$ cat src/sv/ajb_pkg.sv
// Shared types, constants and codes of the audio jitter buffer.
`default_nettype none
package ajb_pkg;

  localparam int unsigned MaxFramesDefault  = 64;
  localparam int unsigned MaxSamplesDefault = 64;
  localparam int unsigned PopLimit          = 64;
  localparam int unsigned CountW            = 7;
  localparam int unsigned SeqW              = 16;
  localparam int unsigned FlagW             = 8;
  localparam int unsigned SampleW           = 16;
  localparam int unsigned DepthW            = 5;
  localparam logic [DepthW-1:0] DepthReset  = 5'd4;

  // kind codes on the input stream
  localparam logic [1:0] KIND_PUSH  = 2'd0;
  localparam logic [1:0] KIND_POP   = 2'd1;
  localparam logic [1:0] KIND_CLEAR = 2'd2;

  // register index on the configuration port
  localparam logic REG_TARGET_DEPTH = 1'b0;

  typedef enum logic [1:0] {
    OP_PUSH,
    OP_POP,
    OP_CLEAR
  } op_e;

  typedef struct packed {
    op_e                  op;
    logic [SeqW-1:0]      seq;
    logic [FlagW-1:0]     flag;
    logic [SampleW-1:0]   sample;
    logic                 last;
    logic [CountW-1:0]    cnt;
  } item_t;

endpackage
`default_nettype wire

$ cat src/sv/ajb_front.sv
// Front end: decode the incoming transfer into a queue item.
`default_nettype none
module ajb_front
  import ajb_pkg::*;
(
  input  wire logic [1:0]         kind_i,
  input  wire logic [SeqW-1:0]    seq_i,
  input  wire logic [FlagW-1:0]   flag_i,
  input  wire logic [SampleW-1:0] sample_i,
  input  wire logic               last_i,
  input  wire logic [CountW-1:0]  out_count_i,
  output item_t                   item_o,
  output logic                    keep_o
);

  always_comb begin
    item_o.seq    = seq_i;
    item_o.flag   = flag_i;
    item_o.sample = sample_i;
    item_o.last   = last_i;
    // saturate the pop length
    item_o.cnt    = (out_count_i > CountW'(PopLimit)) ? CountW'(PopLimit) : out_count_i;
    item_o.op     = OP_PUSH;
    keep_o        = 1'b1;
    unique case (kind_i)
      KIND_PUSH:  item_o.op = OP_PUSH;
      KIND_POP:   item_o.op = OP_POP;
      KIND_CLEAR: item_o.op = OP_CLEAR;
      default:    keep_o    = 1'b0;   // drop unknown kinds here
    endcase
  end

endmodule
`default_nettype wire

$ cat config.mk
export PLATFORM = sky130hd
export DESIGN_NAME = ajb_front
export DESIGN_NICKNAME = d
export VERILOG_FILES = /design/src/sv/ajb_pkg.sv /design/src/sv/ajb_front.sv
export SDC_FILE = /design/constraint.sdc
export NUM_CORES = 1
export LEC_CHECK = 0
export BUFFER_PORTS_ARGS = -buffer_cell sky130_fd_sc_hd__buf_4
export CAP_MARGIN = 10
export CORE_MARGIN = 5
export CORE_UTILIZATION = 21
export DETAILED_ROUTE_END_ITERATION = 10
export GPL_TIMING_DRIVEN = 0
export PLACE_DENSITY = 0.84
export SLEW_MARGIN = 40
export SYNTH_ARGS = -nofsm -noshare
export SYNTH_HDL_FRONTEND = slang
export SYNTH_SLANG_ARGS = --single-unit
$ cat constraint.sdc
create_clock -name vclk -period 0.8
set_input_delay 0.08 -clock vclk [all_inputs]
set_output_delay 0.08 -clock vclk [all_outputs]
set_load 0.005 [all_outputs]
==> results.py <==
metrics = {
    "flow_run": {
        "maxCapViolCount": 0,
    },
    "worst_setup_path": {
        "setup.worst_path.start": "out_count_i[6]",
        "crit_arrival_ns": 0.46,
        "critPathLaunchType": "primary input",
        "cp_max_fo": 7,
        "cp.required_ns": 0.72,
        "endpoint_kind": "primary output",
        "crit_type": "primary input to primary output",
    },
    "layout": {
        "seq_cells": 0,
        "post-route-cell-area_sq_um": 837,
        "drive_gt1_share_pct": 91.0,
        "antennaDiodeCount": 0,
        "nClkBuffers": 0,
        "area_delta_synth_final_pct": 129,
        "regArea_sq_um": 0,
        "final_net_count": 163,
    },
    "yosys": {
        "ys_warn_count": 0,
        "synth_nets": 101,
        "syn_area_sq_um": 365,
        "syn_inst": 51,
        "yosysSeqAreaShare_pct": 0,
        "yosysUniqueCellTypes": 4,
        "syn_area_per_cell_sq_um": 7.16,
    },
    "floorplan": {
        "dieArea_sq_um": 2670,
        "die_height_um": 51.7,
        "io-pin-count": 101,
        "die_width_um": 51.7,
        "start_util_pct": 21.6,
        "rows": 15,
        "core_area_sq_um": 1690,
    },
    "place": {
        "place_congestion": 0.714,
        "portBuffers": 60,
        "place_ws_ns": 0.247,
        "post_dp_cell_area_sq_um": 837,
    },
    "power": {
        "vdd_drop_max_v": 0.000240,
        "powerDensity_nw_per_um2": 515,
        "leakage_nw": 0.508,
        "power_w": 0.000431,
    },
    "sta": {
        "fmax_ghz": 1.85,
        "slew_headroom_pct": 92.7,
        "finalHoldViolCount": 0,
        "grt_setup_unrepaired": "false",
        "final.setup.worst_slack_ns": 0.261,
        "min_period_ns": 0.539,
        "setup_violations": 0,
        "fin_hold_ws_ns": 0.326,
        "slew_viol_final": 0,
        "fin_crit_sh_pct": 67.4,
        "fin_tns_setup_ns": 0,
        "tightestPinTransition_ns": 0.109,
    },
    "detailed_routing": {
        "ant_nets": 0,
        "drtIter0Drc": 0,
        "post_drt_wl_per_cell_um": 12.8,
        "route.vias.total": 484,
        "drcViolationCount": 0,
        "wirelength_mm": 1.64,
        "dr.pass1.iters": 1,
        "viasPerCell": 3.78,
    },
    "global_routing": {
        "grt_pass1_wl_mm": 2.20,
        "antenna_found_initial": 0,
        "grtUsageTotal_pct": 10.3,
        "grt_max_degree": 8,
        "overflow": 0,
        "grt_pass1_vias": 492,
    },
    "min_path": {
        "hp-class": "primary input to primary output",
        "hp-start": "sample_i[15]",
        "holdPathStages": 2,
    },
    "outcome": {
        "status": "complete, no violations",
    },
    "cts": {
        "cts_hold_buffers": 0,
        "post_cts_buffers": 0,
        "cts.repair.resized": 0,
    },
}
layout by cell type, fill, tap and decap left out:
cell type  Yosys  layout
nand2_1        1       1
clkbuf_1       1       1
buf_4         41     101
nor2b_1        8       8
final cells by class:
class	instances	area, sq um
timing repair buffer	60	450
tap	17	21.3
multi-input combinational	9	53.8
fill	161	852
buffer	42	312
cells in the mapped netlist:
cell,n,area [sq um]
nand2_1,1,3.75
buf_4,41,308
clkbuf_1,1,3.75
nor2b_1,8,50.1
logic make-up (layout without fill, tap and decap cells):
family / count (synthesis) / count (layout) / share of synthesized area, %
buffers and inverters: 42 / 102 / 85.3
and+or+nand+nor: 9 / 9 / 14.7
final timing paths:
check	to
worst max-delay path	item_o[1]
worst min-delay path	item_o[23]
worst max-delay path: stages:
cell and delay (ns):
buf_4 0.13, nor2b_1 0.12, buf_4 0.12
routing by layer:
layer,vias to the layer above,track usage [%],part of all wire [%]
met5,-,0,0
met4,0,0,0
met3,0,5.73,23
met2,57,22.0,54
met1,195,8.42,22
li1,232,-,-
power by group:
group          switching, W  internal (W)
sequential                0             0
combinational      0.000114      0.000317
clock                     0             0
total              0.000114      0.000317
per-stage QoR:
stage          std cells  utilization, %
4_1_cts              128            49.6
3_3_place_gp         128            49.6
5_1_grt              128            49.6
6_report             128            49.6
3_5_place_dp         128            49.6
2_1_floorplan         51               -
No activity file was read; power rests on OpenSTA's default activity.
