### src/sv/ajb_pkg.sv
// Shared types, constants and codes of the audio jitter buffer.
`default_nettype none
package ajb_pkg;

  localparam int unsigned MaxFramesDefault  = 64;
  localparam int unsigned MaxSamplesDefault = 64;
  localparam int unsigned PopLimit          = 64;
  localparam int unsigned CountW            = 7;
  localparam int unsigned SeqW              = 16;
  localparam int unsigned FlagW             = 8;
  localparam int unsigned SampleW           = 16;
  localparam int unsigned DepthW            = 5;
  localparam logic [DepthW-1:0] DepthReset  = 5'd4;

  // kind codes on the input stream
  localparam logic [1:0] KIND_PUSH  = 2'd0;
  localparam logic [1:0] KIND_POP   = 2'd1;
  localparam logic [1:0] KIND_CLEAR = 2'd2;

  // register index on the configuration port
  localparam logic REG_TARGET_DEPTH = 1'b0;

  typedef enum logic [1:0] {
    OP_PUSH,
    OP_POP,
    OP_CLEAR
  } op_e;

  typedef struct packed {
    op_e                  op;
    logic [SeqW-1:0]      seq;
    logic [FlagW-1:0]     flag;
    logic [SampleW-1:0]   sample;
    logic                 last;
    logic [CountW-1:0]    cnt;
  } item_t;

endpackage
`default_nettype wire

### src/sv/ajb_queue.sv
// Two-entry queue between the front end and the back end.
`default_nettype none
module ajb_queue
  import ajb_pkg::*;
(
  input  wire logic  clk_i,
  input  wire logic  rst_ni,
  input  wire logic  wr_i,
  input  item_t      wr_item_i,
  output logic       not_full_o,
  input  wire logic  rd_i,
  output item_t      rd_item_o,
  output logic       not_empty_o
);

  localparam int unsigned Depth = 2;

  item_t       mem_q [Depth];
  logic        wp_q, wp_d, rp_q, rp_d;
  logic [1:0]  cnt_q, cnt_d;

  assign not_full_o  = (cnt_q != 2'(Depth));
  assign not_empty_o = (cnt_q != 2'd0);
  assign rd_item_o   = mem_q[rp_q];

  always_comb begin
    wp_d  = wr_i ? ~wp_q : wp_q;
    rp_d  = rd_i ? ~rp_q : rp_q;
    cnt_d = cnt_q + 2'(wr_i) - 2'(rd_i);
  end

  always_ff @(posedge clk_i) begin
    if (wr_i) begin
      mem_q[wp_q] <= wr_item_i;
    end
  end

  always_ff @(posedge clk_i or negedge rst_ni) begin
    if (!rst_ni) begin
      wp_q  <= 1'b0;
      rp_q  <= 1'b0;
      cnt_q <= 2'd0;
    end else begin
      wp_q  <= wp_d;
      rp_q  <= rp_d;
      cnt_q <= cnt_d;
    end
  end

endmodule
`default_nettype wire

### config.mk
export PLATFORM = sky130hd
export DESIGN_NAME = ajb_queue
export DESIGN_NICKNAME = d
export VERILOG_FILES = /design/src/sv/ajb_pkg.sv /design/src/sv/ajb_queue.sv
export SDC_FILE = /design/constraint.sdc
export NUM_CORES = 1
export LEC_CHECK = 0
export ABC_CLOCK_PERIOD_IN_PS = 3000
export BUFFER_PORTS_ARGS = -buffer_cell sky130_fd_sc_hd__buf_4
export CORE_AREA = 2 2 96 98
export CTS_CLUSTER_DIAMETER = 100
export DETAILED_ROUTE_END_ITERATION = 6
export DIE_AREA = 0 0 98 100
export GPL_ROUTABILITY_DRIVEN = 0
export GPL_TIMING_DRIVEN = 1
export HOLD_SLACK_MARGIN = 0.15
export PLACE_DENSITY = 0.78
export SYNTH_ARGS = -nofsm -noshare
export SYNTH_HDL_FRONTEND = slang
export SYNTH_SLANG_ARGS = --single-unit
### constraint.sdc
create_clock -name clk_i -period 3 [get_ports clk_i]
set_clock_uncertainty 0.15 [all_clocks]
set_input_delay 0.6 -clock clk_i [delete_from_list [all_inputs] [get_ports clk_i]]
set_output_delay 0.6 -clock clk_i [all_outputs]
set_load 0.05 [all_outputs]
==> reports/qor.txt, run 1 <==
SYNTHESIS
---------------------------------------------------------------------------------
Post-synth top cells ............................................... 100 x sky130_fd_sc_hd__edfxtp_1, 49 x sky130_fd_sc_hd__mux2_4, 5 x sky130_fd_sc_hd__buf_12
Sequential area share after synthesis ..............................        76.4%
Netlist area before placement ......................................    4060 um^2
Netlist cell types .................................................           14
Count of mapped cells out of synthesis .............................          171
Total number of yosys warnings .....................................            0
Share of the synthesized area in the top cell type .................        74.0%
Avg Cell Area, Syn .................................................    23.7 um^2
Leading area contributor after synthesis ........................... sky130_fd_sc_hd__edfxtp_1
Top cells by area in the synthesized netlist ....................... sky130_fd_sc_hd__edfxtp_1 74%, sky130_fd_sc_hd__mux2_4 18%, sky130_fd_sc_hd__buf_12 2.5%, sky130_fd_sc_hd__dfrtp_1 2.5%, sky130_fd_sc_hd__ha_1 0.62%
Post-synthesis async set-or-reset flop share .......................        3.85%
Flop and latch count out of synthesis ..............................          104
Top flip-flop cell by instance count after synthesis ............... sky130_fd_sc_hd__edfxtp_1
Most instantiated library cell after synthesis ..................... sky130_fd_sc_hd__edfxtp_1
Syn nets ...........................................................          227
Number of enable-type register cells in the synthesized netlist ....          100

CLOCK NETWORK
---------------------------------------------------------------------------------
Clock sink count ...................................................          104
Number of buffers created by CTS ...................................            9
CTS clock-pin slew for the worst setup and hold paths ..............      0.10 ns
Source-to-sink clock delay at the later pin of the worst-skew pair .      0.34 ns
Clock tree root driver cell ........................................ sky130_fd_sc_hd__clkbuf_8
Post-CTS setup buffer count ........................................            0
Clock tree from TritonCTS ..........................................         done
Longest Clk Path Bufs ..............................................            2
CTS H-tree lvls ....................................................            3

STATUS
---------------------------------------------------------------------------------
Status ............................................................. complete, no violations

TIMING
---------------------------------------------------------------------------------
Worst Max-Slew Pin Slew ............................................     0.670 ns
Slew margin rel. ...................................................        55.3%
Final-layout setup total negative slack ............................         0 ns
Final min period ...................................................      2.66 ns
Setup repair after global routing missed its margin ................           no
Finish-stage setup viols ...........................................            0
Final hold vios ....................................................            0
Tcrit/Tclk final ...................................................        88.6%
Final number of max-transition violations ..........................            0
FMAX ...............................................................      376 MHz

GLOBAL ROUTING
---------------------------------------------------------------------------------
Maximum number of pins on one net before global-route repair .......           51
Total congestion overflow after global routing .....................            0
Wire length of the first global-routing pass .......................      9330 um
Number of antenna violations at the first check in global routing ..            0
Global Route Usage Sum .............................................        12.5%
Number of global-route vias before repair ..........................         1923

ROUTING
---------------------------------------------------------------------------------
Pre-antenna DRT Iters ..............................................            4
Number of vias per cell after detailed routing .....................         4.67
Residual DRC count .................................................            0
Vias post-DR .......................................................         1874
Residual antenna-violating net count after detailed routing ........            0
Overall routed net length ..........................................      6090 um
Detailed Route Iter0 Violations ....................................           77
Average wire per cell in the routed design .........................      15.2 um

FLOORPLAN
---------------------------------------------------------------------------------
Total I/O pin count ................................................          106
Die X ..............................................................        98 um
Core outline area ..................................................    8890 um^2
Effective utilization at floorplan .................................        45.7%
Die Y ..............................................................       100 um
Die outline area ...................................................    9800 um^2
Count of standard-cell rows ........................................           35

WORST HOLD PATH
---------------------------------------------------------------------------------
Type of the most critical hold path ................................       in2reg
Worst Hold End .....................................................  mem_q[0][2]
Launch point of the worst hold path ................................ wr_item_i[2]
Number of cells on the worst hold path .............................            1

SETUP PATH
---------------------------------------------------------------------------------
Crit path cell chain ............................................... buf_12, mux2_2, buf_4
WP data required ...................................................      2.25 ns
Maximum single-stage delay on the critical path ....................      0.67 ns
Crit path max fanout ...............................................           33
Worst reg2reg endpoint ............................................. mem_q[1][11]
Signal arrival time at the worst endpoint ..........................      1.91 ns
R2R Setup Slk ......................................................      1.28 ns
Reg2Reg Depth ......................................................            2
Critical setup path kind ...........................................      reg2out
Nature of the critical path endpoint ...............................   output pin
Start of the worst register-to-register path .......................         wp_q
Crit-path slowest cell ............................................. sky130_fd_sc_hd__dfrtp_4
Element type at the critical path start ............................         flop

FINISH
---------------------------------------------------------------------------------
Final Core Density .................................................        57.9%
Area Growth Syn to Fin .............................................        26.7%
Antenna diode count ................................................            0
Proportion of layout cells with a drive suffix above 1 .............        61.4%
Nets@finish ........................................................          341

POWER AND IR DROP
---------------------------------------------------------------------------------
IR Drop Worst-Case VDD .............................................     0.598 mV
Net Sw Frac ........................................................        39.6%
Share of power burned in registers .................................        38.0%
Internal power of the cells ........................................    0.00331 W
Power Dens Cells ................................................... 1070 nW/um^2
Leakage power summed over all cells ................................      2.09 nW
Share of power burned in combinational logic .......................        46.3%
Clock share of power ...............................................        15.7%
Power dissipated by switching net loads ............................    0.00217 W

FLOW RUN
---------------------------------------------------------------------------------
Count of max-cap constraint violations .............................            0

PLACEMENT
---------------------------------------------------------------------------------
Buffers on Ports ...................................................          105

==> through the flow <==
stage	cells	power, W	setup WS (ns)	area (um^2)	hold slack (ns)
after detailed placement	384	0.00469	0.707	4940	0.252
after global placement	384	0.00466	0.705	4940	0.250
after CTS	401	0.00555	0.304	5140	0.249
after floorplan	171	0.00416	0.503	4060	0.154
after global routing	401	0.00571	0.263	5140	0.244
final	401	0.00548	0.341	5140	0.271
==> how the worst max path moves through the flow <==
| stage | from | end | slack (ns) | depth (start not counted) |
|---|---|---|---|---|
| 2_1_floorplan | wr_i | mem_q[0][0] | 0.50 | 1 |
| 3_3_place_gp | rp_q | rd_item_o[49] | 0.71 | 3 |
| 3_5_place_dp | rp_q | rd_item_o[49] | 0.71 | 3 |
| 4_1_cts | rp_q | rd_item_o[49] | 0.30 | 3 |
| 5_1_grt | rp_q | rd_item_o[49] | 0.26 | 3 |
| 6_report | rp_q | rd_item_o[49] | 0.34 | 3 |
==> placed cells by master (no fill, tap or decap), drive strengths merged <==
| cell | Yosys | routed |
|---|---|---|
| buf | 6 | 108 |
| edfxtp | 100 | 100 |
| mux2 | 50 | 50 |
| clkbuf | 0 | 9 |
| inv | 2 | 6 |
| dfrtp | 4 | 4 |
| xor2 | 2 | 2 |
| ha | 2 | 2 |
| clkinv | 0 | 2 |
| xor3 | 1 | 1 |
| or2 | 1 | 1 |
| and2 | 1 | 1 |
| nand2b | 1 | 1 |
| nor2b | 1 | 1 |
| bufinv | 0 | 1 |
| dlygate4sd3 | 0 | 1 |
==> routing by layer <==
layer	share of wire (%)	global-route usage [%]	vias up
met4	1.8	6.30	0
met5	0	0	-
met1	39	15.0	903
li1	-	-	897
met2	53	21.4	65
met3	5.8	2.86	9
==> power by group through the flow <==
stage	sequential (W)	combinational, W	clock, W
final	0.00208	0.00254	0.000861
after CTS	0.00209	0.00258	0.000889
after detailed placement	0.00212	0.00257	0
after global routing	0.00211	0.00265	0.000947
after floorplan	0.00203	0.00213	0
after global placement	0.00210	0.00256	0
==> sequential cells by signal (all words and copies together) (netlist names) <==
signal  count
mem_q     100
cnt_q       2
rp_q        1
wp_q        1
==> worst max-delay path: cells and delay by family, from the launching register on <==
kind	cells	cell delay, ns
mux	1	0.37
buf+inv	2	0.49
flops	1	0.67
==> cell type report <==
| cell class | count | area (um^2) |
|---|---|---|
| multi-input combinational | 59 | 847 |
| tap | 111 | 139 |
| timing repair buffer | 109 | 846 |
| fill | 692 | 3740 |
| clock buffer | 9 | 124 |
| clock inverter | 7 | 75.1 |
| sequential | 104 | 3110 |
| inverter | 2 | 7.51 |
==> repair_timing <==
| action | 4_1_cts | 5_1_grt |
|---|---|---|
| endpoints found under the hold margin | 4 | 0 |
| hold buffers | 1 | 0 |
| resized for setup | 0 | 0 |
==> cells by family (layout without fill, tap and decap cells) <==
group / after synthesis / after routing / share of synthesized area, %
xor+xnor: 3 / 3 / 1.02
flops: 104 / 104 / 76.4
fa+ha+maj: 2 / 2 / 0.616
buf+inv: 8 / 127 / 2.93
mux: 50 / 50 / 18.4
simple gates: 4 / 4 / 0.617
Note: power is estimated with default switching activity, not from simulation.
==> run 2: changes to the inputs <==
==> constraint.sdc (replaced) <==
create_clock -name clk_i -period 3 [get_ports clk_i]
set_clock_uncertainty 0.15 [all_clocks]
set_input_delay 0.6 -clock clk_i [delete_from_list [all_inputs] [get_ports clk_i]]
set_output_delay 0.6 -clock clk_i [all_outputs]
set_load 0.01 [all_outputs]
==> run 2 against run 1 <==
Wire length is 2.3% higher. First-iteration DRC count increased by 9.1%. Total power decreased by 18%. Clock power shrank 5.6%. Fmax rose by 1.5%. Global-route usage increased by 0.35 points. Worst hold slack better by 0.0088 ns. Die area unchanged. Sequential share of layout area grew 0.12 points. Clock-buffer cell count increased by 1. Non-clock buffer count up 2. Largest power group is now registers. Highest routed layer unchanged.
==> reports/qor.txt, run 2 (synthesized netlist as in run 1, its figures left out) <==
GLOBAL ROUTING
-----------------------------------------------------------------------------------
Wire length of the first global-routing pass .........................      9620 um
Global Route Usage Sum ...............................................        12.9%
Number of antenna violations at the first check in global routing ....            0
Number of global-route vias before repair ............................         1921
Maximum number of pins on one net before global-route repair .........           32
Total congestion overflow after global routing .......................            0

FLOORPLAN
-----------------------------------------------------------------------------------
Die X ................................................................        98 um
Core outline area ....................................................    8890 um^2
Effective utilization at floorplan ...................................        45.7%
Die outline area .....................................................    9800 um^2
Count of standard-cell rows ..........................................           35
Die Y ................................................................       100 um
Total I/O pin count ..................................................          106

SETUP PATH
-----------------------------------------------------------------------------------
WP data required .....................................................      2.25 ns
Worst reg2reg endpoint ............................................... mem_q[1][25]
Reg2Reg Depth ........................................................            2
Signal arrival time at the worst endpoint ............................      1.87 ns
Critical setup path kind .............................................      reg2out
Crit path max fanout .................................................           31
Start of the worst register-to-register path .........................         wp_q
Element type at the critical path start ..............................         flop
R2R Setup Slk ........................................................      1.55 ns
Nature of the critical path endpoint .................................   output pin

TIMING
-----------------------------------------------------------------------------------
FMAX .................................................................      382 MHz
Finish-stage setup viols .............................................            0
Final-layout setup total negative slack ..............................         0 ns
Worst Max-Slew Pin Slew ..............................................     0.412 ns
Tcrit/Tclk final .....................................................        87.3%
Final min period .....................................................      2.62 ns
Final hold vios ......................................................            0
Slew margin rel. .....................................................        72.5%
Final number of max-transition violations ............................            0
Setup repair after global routing missed its margin ..................           no

ROUTING
-----------------------------------------------------------------------------------
Number of vias per cell after detailed routing .......................         4.69
Residual DRC count ...................................................            0
Average wire per cell in the routed design ...........................      15.5 um
Overall routed net length ............................................      6230 um
Vias post-DR .........................................................         1889
Pre-antenna DRT Iters ................................................            4
Residual antenna-violating net count after detailed routing ..........            0
Detailed Route Iter0 Violations ......................................           84

FLOW RUN
-----------------------------------------------------------------------------------
Count of max-cap constraint violations ...............................            0

WORST HOLD PATH
-----------------------------------------------------------------------------------
Worst Hold End .......................................................  mem_q[1][2]
Launch point of the worst hold path .................................. wr_item_i[2]
Type of the most critical hold path ..................................       in2reg
Number of cells on the worst hold path ...............................            1

CLOCK NETWORK
-----------------------------------------------------------------------------------
Post-cts resize count ................................................            0
CTS clock-pin slew for the worst setup and hold paths ................      0.10 ns
Clock sink count .....................................................          104
Clock tree from TritonCTS ............................................         done
CTS H-tree lvls ......................................................            3
Source-to-sink clock delay at the later pin of the worst-skew pair ...      0.34 ns
Longest Clk Path Bufs ................................................            2
Number of buffers created by CTS .....................................            9
Clock tree root driver cell .......................................... sky130_fd_sc_hd__clkbuf_8

STATUS
-----------------------------------------------------------------------------------
Status ............................................................... complete, no violations

FINISH
-----------------------------------------------------------------------------------
Most frequent cells in the layout .................................... 109 x sky130_fd_sc_hd__buf_4, 100 x sky130_fd_sc_hd__edfxtp_1, 49 x sky130_fd_sc_hd__mux2_4
Count of placed standard cells in the final layout, fillers left out .          403
Reg area .............................................................    3110 um^2
Combined area of the multi-input logic cells .........................     847 um^2
Flip-flop count of the largest register, all copies and words added ..          100
Largest register by flop count .......................................        mem_q
Area Growth Syn to Fin ...............................................        26.5%
Filler Cell Count ....................................................          679
Nets@finish ..........................................................          343
Most common library cell in the layout ignoring fill and taps ........ sky130_fd_sc_hd__buf_4
Largest registers .................................................... mem_q (100), cnt_q (2)
Antenna diode count ..................................................            0
Proportion of layout cells with a drive suffix above 1 ...............        60.6%

PLACEMENT
-----------------------------------------------------------------------------------
Dpl cells ............................................................          386
Dpl hpwl .............................................................      4280 um
Buffers on Ports .....................................................          105

POWER AND IR DROP
-----------------------------------------------------------------------------------
Power Dens Cells .....................................................  878 nW/um^2
IR Drop Worst-Case VDD ...............................................     0.461 mV
Leakage power summed over all cells ..................................      2.09 nW

run 2: cell types whose count changed in the layout (fill, tap and decap cells not counted), sizes merged:
cell,before,now
inv,6,3
clkinvlp,0,1
clkinv,2,3
buf,108,110
clkbuf,9,10
run 2: layer usage:
layer	up-vias	wire length (um)	global-route usage, %
li1	899	-	-
met1	923	2450	15.2
met3	6	342	3.27
met5	-	0	0
met2	61	3370	22.8
met4	0	68	4.81
run 2: worst max-delay path, cell delays in order, from the launching register on:
cell	delay (ns)
sky130_fd_sc_hd__dfrtp_4	0.70
sky130_fd_sc_hd__buf_12	0.30
sky130_fd_sc_hd__mux2_2	0.36
sky130_fd_sc_hd__buf_4	0.14
run 2: final cells by class:
| type | instances | area share, % |
|---|---|---|
| clock buffers | 10 | 2.49 |
| clock inverters | 6 | 1.15 |
| inverters | 2 | 0.146 |
| multi-input cells | 59 | 16.5 |
| flip-flops and latches | 104 | 60.5 |
| well taps | 111 | 2.70 |
| repair buffers | 111 | 16.5 |
run 2: worst max-delay path by stage:
stage | from | end | slack [ns] | cells after the start
2_1_floorplan | wr_i | mem_q[0][0] | 0.50 | 1
3_3_place_gp | rp_q | rd_item_o[49] | 0.73 | 3
3_5_place_dp | rp_q | rd_item_o[49] | 0.74 | 3
4_1_cts | rp_q | rd_item_o[49] | 0.35 | 3
5_1_grt | rp_q | rd_item_o[49] | 0.29 | 3
6_report | rp_q | rd_item_o[49] | 0.38 | 3
run 2: timing repair:
action,in CTS,in global routing
endpoints found under the hold margin,4,0
hold buffers,1,0
setup buffers,0,0
run 2: where the power goes:
group / internal (W) / switching, W
sequential: 0.00193 / 0.000155
clock: 0.000382 / 0.000430
combinational: 0.000961 / 0.000649
run 2: per-stage QoR:
| step | area, um^2 | util [%] | setup WS (ns) | hold slack, ns | total power, W |
|---|---|---|---|---|---|
| after floorplan | 4060 | - | 0.503 | 0.154 | 0.00321 |
| after detailed placement | 4940 | 55.6 | 0.741 | 0.252 | 0.00377 |
| after global routing | 5130 | 57.8 | 0.292 | 0.255 | 0.00474 |
| after global placement | 4940 | 55.6 | 0.734 | 0.247 | 0.00373 |
| final | 5130 | 57.8 | 0.381 | 0.280 | 0.00451 |
| after CTS | 5130 | 57.8 | 0.352 | 0.264 | 0.00458 |
==> run 3: changes to the inputs <==
==> constraint.sdc (replaced) <==
create_clock -name clk_i -period 3 [get_ports clk_i]
set_clock_uncertainty 0.15 [all_clocks]
set_input_delay 0.3 -clock clk_i [delete_from_list [all_inputs] [get_ports clk_i]]
set_output_delay 0.3 -clock clk_i [all_outputs]
set_load 0.01 [all_outputs]
==> run 3 against run 2 <==
Non-clock buffer count grew 51. Sequential share of layout area shrank 5.6 points. Fmax grew 7.8%. Combinational power is essentially flat. Flip-flop and latch count is the same. Clock-buffer cell count grew 1. Global-route usage grew 1.7 points. First-iteration DRC count shrank 13%. Register-to-register slack lost 0.32 ns. Wire length grew 14%. Critical path depth shrank 1. Worst setup slack gained 0.19 ns.
==> reports/qor.txt, run 3 (synthesized netlist as in run 1, its figures left out) <==
CLOCK NETWORK
----------------------------------------------------------------------------------
Number of buffers created by CTS ....................................            9
Longest Clk Path Bufs ...............................................            2
Hold buffer count at cts ............................................           54
Clock tree from TritonCTS ...........................................         done
CTS clock-pin slew for the worst setup and hold paths ...............      0.09 ns
Clock tree root driver cell ......................................... sky130_fd_sc_hd__clkbuf_8
Post-cts resize count ...............................................            0
CTS H-tree lvls .....................................................            3
Source-to-sink clock delay at the later pin of the worst-skew pair ..      0.35 ns
Post-CTS setup buffer count .........................................            0
Clock sink count ....................................................          104

ROUTING
----------------------------------------------------------------------------------
Average wire per cell in the routed design ..........................      15.7 um
Detailed Route Iter0 Violations .....................................           73
Pre-antenna DRT Iters ...............................................            4
Overall routed net length ...........................................      7120 um
Residual antenna-violating net count after detailed routing .........            0
Vias post-DR ........................................................         2114
Residual DRC count ..................................................            0
Number of vias per cell after detailed routing ......................         4.67

POWER AND IR DROP
----------------------------------------------------------------------------------
Leakage power summed over all cells .................................      2.30 nW
Power Dens Cells ....................................................  812 nW/um^2
IR Drop Worst-Case VDD ..............................................     0.656 mV

SETUP PATH
----------------------------------------------------------------------------------
Crit path max fanout ................................................           51
Maximum single-stage delay on the critical path .....................      1.06 ns
Top delay family on crit path .......................................   flip-flops
Signal arrival time at the worst endpoint ...........................      1.98 ns
WP data required ....................................................      2.55 ns
Buf/Inv on CP .......................................................            1
Crit path cell chain ................................................ mux2_2, buf_4
Reg2Reg Depth .......................................................            2
Start of the worst register-to-register path ........................         wp_q
R2R Setup Slk .......................................................      1.23 ns
Crit-path slowest cell .............................................. sky130_fd_sc_hd__dfrtp_4
Nature of the critical path endpoint ................................   output pin
Element type at the critical path start .............................         flop
Worst reg2reg endpoint .............................................. mem_q[0][23]
Critical setup path kind ............................................      reg2out

WORST HOLD PATH
----------------------------------------------------------------------------------
Launch point of the worst hold path .................................         wp_q
Number of cells on the worst hold path ..............................            1
Worst Hold End ......................................................         wp_q
Type of the most critical hold path .................................      reg2reg

FLOORPLAN
----------------------------------------------------------------------------------
Die X ...............................................................        98 um
Count of standard-cell rows .........................................           35
Die outline area ....................................................    9800 um^2
Total I/O pin count .................................................          106
Die Y ...............................................................       100 um
Core outline area ...................................................    8890 um^2
Effective utilization at floorplan ..................................        45.7%

TIMING
----------------------------------------------------------------------------------
Finish-stage setup viols ............................................            0
Worst Setup Slack, final ............................................     0.570 ns
Tcrit/Tclk final ....................................................        81.0%
Setup repair after global routing missed its margin .................           no
Final min period ....................................................      2.43 ns
Worst Max-Slew Pin Slew .............................................     0.947 ns
Final hold vios .....................................................            0
Final-layout setup total negative slack .............................         0 ns
Final number of max-transition violations ...........................            0
FMAX ................................................................      412 MHz
Slew margin rel. ....................................................        36.9%

GLOBAL ROUTING
----------------------------------------------------------------------------------
Met2 capacity usage during global routing ...........................        27.2%
Peak-usage layer in the global routing report .......................         met2
Total congestion overflow after global routing ......................            0
Maximum number of pins on one net before global-route repair ........           52
Global Route Usage Sum ..............................................        14.6%
Wire length of the first global-routing pass ........................     10900 um
Number of antenna violations at the first check in global routing ...            0
Global-route track usage on met3 ....................................        3.20%
Number of global-route vias before repair ...........................         2207
Met1 usage ..........................................................        16.1%

PLACEMENT
----------------------------------------------------------------------------------
Dpl hpwl ............................................................      4110 um
Buffers on Ports ....................................................          105
Post-place setup slack ..............................................     0.929 ns

STATUS
----------------------------------------------------------------------------------
Status .............................................................. complete, no violations

FINISH
----------------------------------------------------------------------------------
Most frequent cells in the layout ................................... 106 x sky130_fd_sc_hd__buf_4, 100 x sky130_fd_sc_hd__edfxtp_1, 54 x sky130_fd_sc_hd__dlygate4sd3_1
Antenna diode count .................................................            0
Filler Cell Count ...................................................          594
Nets@finish .........................................................          394
Final Core Density ..................................................        63.7%
Largest register by flop count ......................................        mem_q
Proportion of layout cells with a drive suffix above 1 ..............        51.2%
Largest registers ................................................... mem_q (100), cnt_q (2)
Flip-flop count of the largest register, all copies and words added .          100
Area Growth Syn to Fin ..............................................        39.5%
Most common library cell in the layout ignoring fill and taps ....... sky130_fd_sc_hd__buf_4

FLOW RUN
----------------------------------------------------------------------------------
Count of max-cap constraint violations ..............................            0

-- run 3: power breakdown --
group	internal [W]	leakage, nW	switching (W)
registers	0.00193	0.984	0.000266
logic	0.00102	1.22	0.000564
clock network	0.000387	0.0900	0.000438
-- run 3: worst reg2reg max path, cell delays in order, from the launching register on --
cell	delay, ns
sky130_fd_sc_hd__dfrtp_1	0.44
sky130_fd_sc_hd__nor2b_4	0.57
sky130_fd_sc_hd__buf_12	0.30
-- run 3: how the worst max path moves through the flow --
| stage | startpoint | endpoint | cells after the start |
|---|---|---|---|
| 6_report | rp_q | rd_item_o[49] | 2 |
| 5_1_grt | rp_q | rd_item_o[49] | 2 |
| 4_1_cts | rp_q | rd_item_o[49] | 2 |
| 3_5_place_dp | rp_q | rd_item_o[49] | 2 |
| 3_3_place_gp | rp_q | rd_item_o[49] | 2 |
| 2_1_floorplan | wp_q | mem_q[0][0] | 1 |
-- run 3: area by class of cell --
type | count | area, um^2 | share of cell area [%]
Clock buffer | 11 | 131 | 2.32
Clock inverter | 4 | 55.1 | 0.972
Inverter | 2 | 7.51 | 0.133
Multi-Input combinational cell | 59 | 847 | 15.0
Sequential cell | 104 | 3110 | 54.9
Tap cell | 111 | 139 | 2.45
Timing Repair Buffer | 162 | 1380 | 24.3
-- run 3: layer usage --
layer	wire length, um	share of wire (%)
met3	324	4.6
met1	2670	38
met5	0	0
met2	4000	56
met4	119	1.7
-- run 3: through the flow --
| stage | total power (W) | std cells | hold slack [ns] | area, um^2 |
|---|---|---|---|---|
| 3_3_place_gp | 0.00373 | 384 | -0.0517 | 4940 |
| 4_1_cts | 0.00464 | 453 | 0.400 | 5660 |
| 2_1_floorplan | 0.00321 | 171 | -0.146 | 4060 |
| 5_1_grt | 0.00483 | 453 | 0.438 | 5660 |
| 3_5_place_dp | 0.00376 | 384 | -0.0498 | 4940 |
| 6_report | 0.00460 | 453 | 0.410 | 5660 |
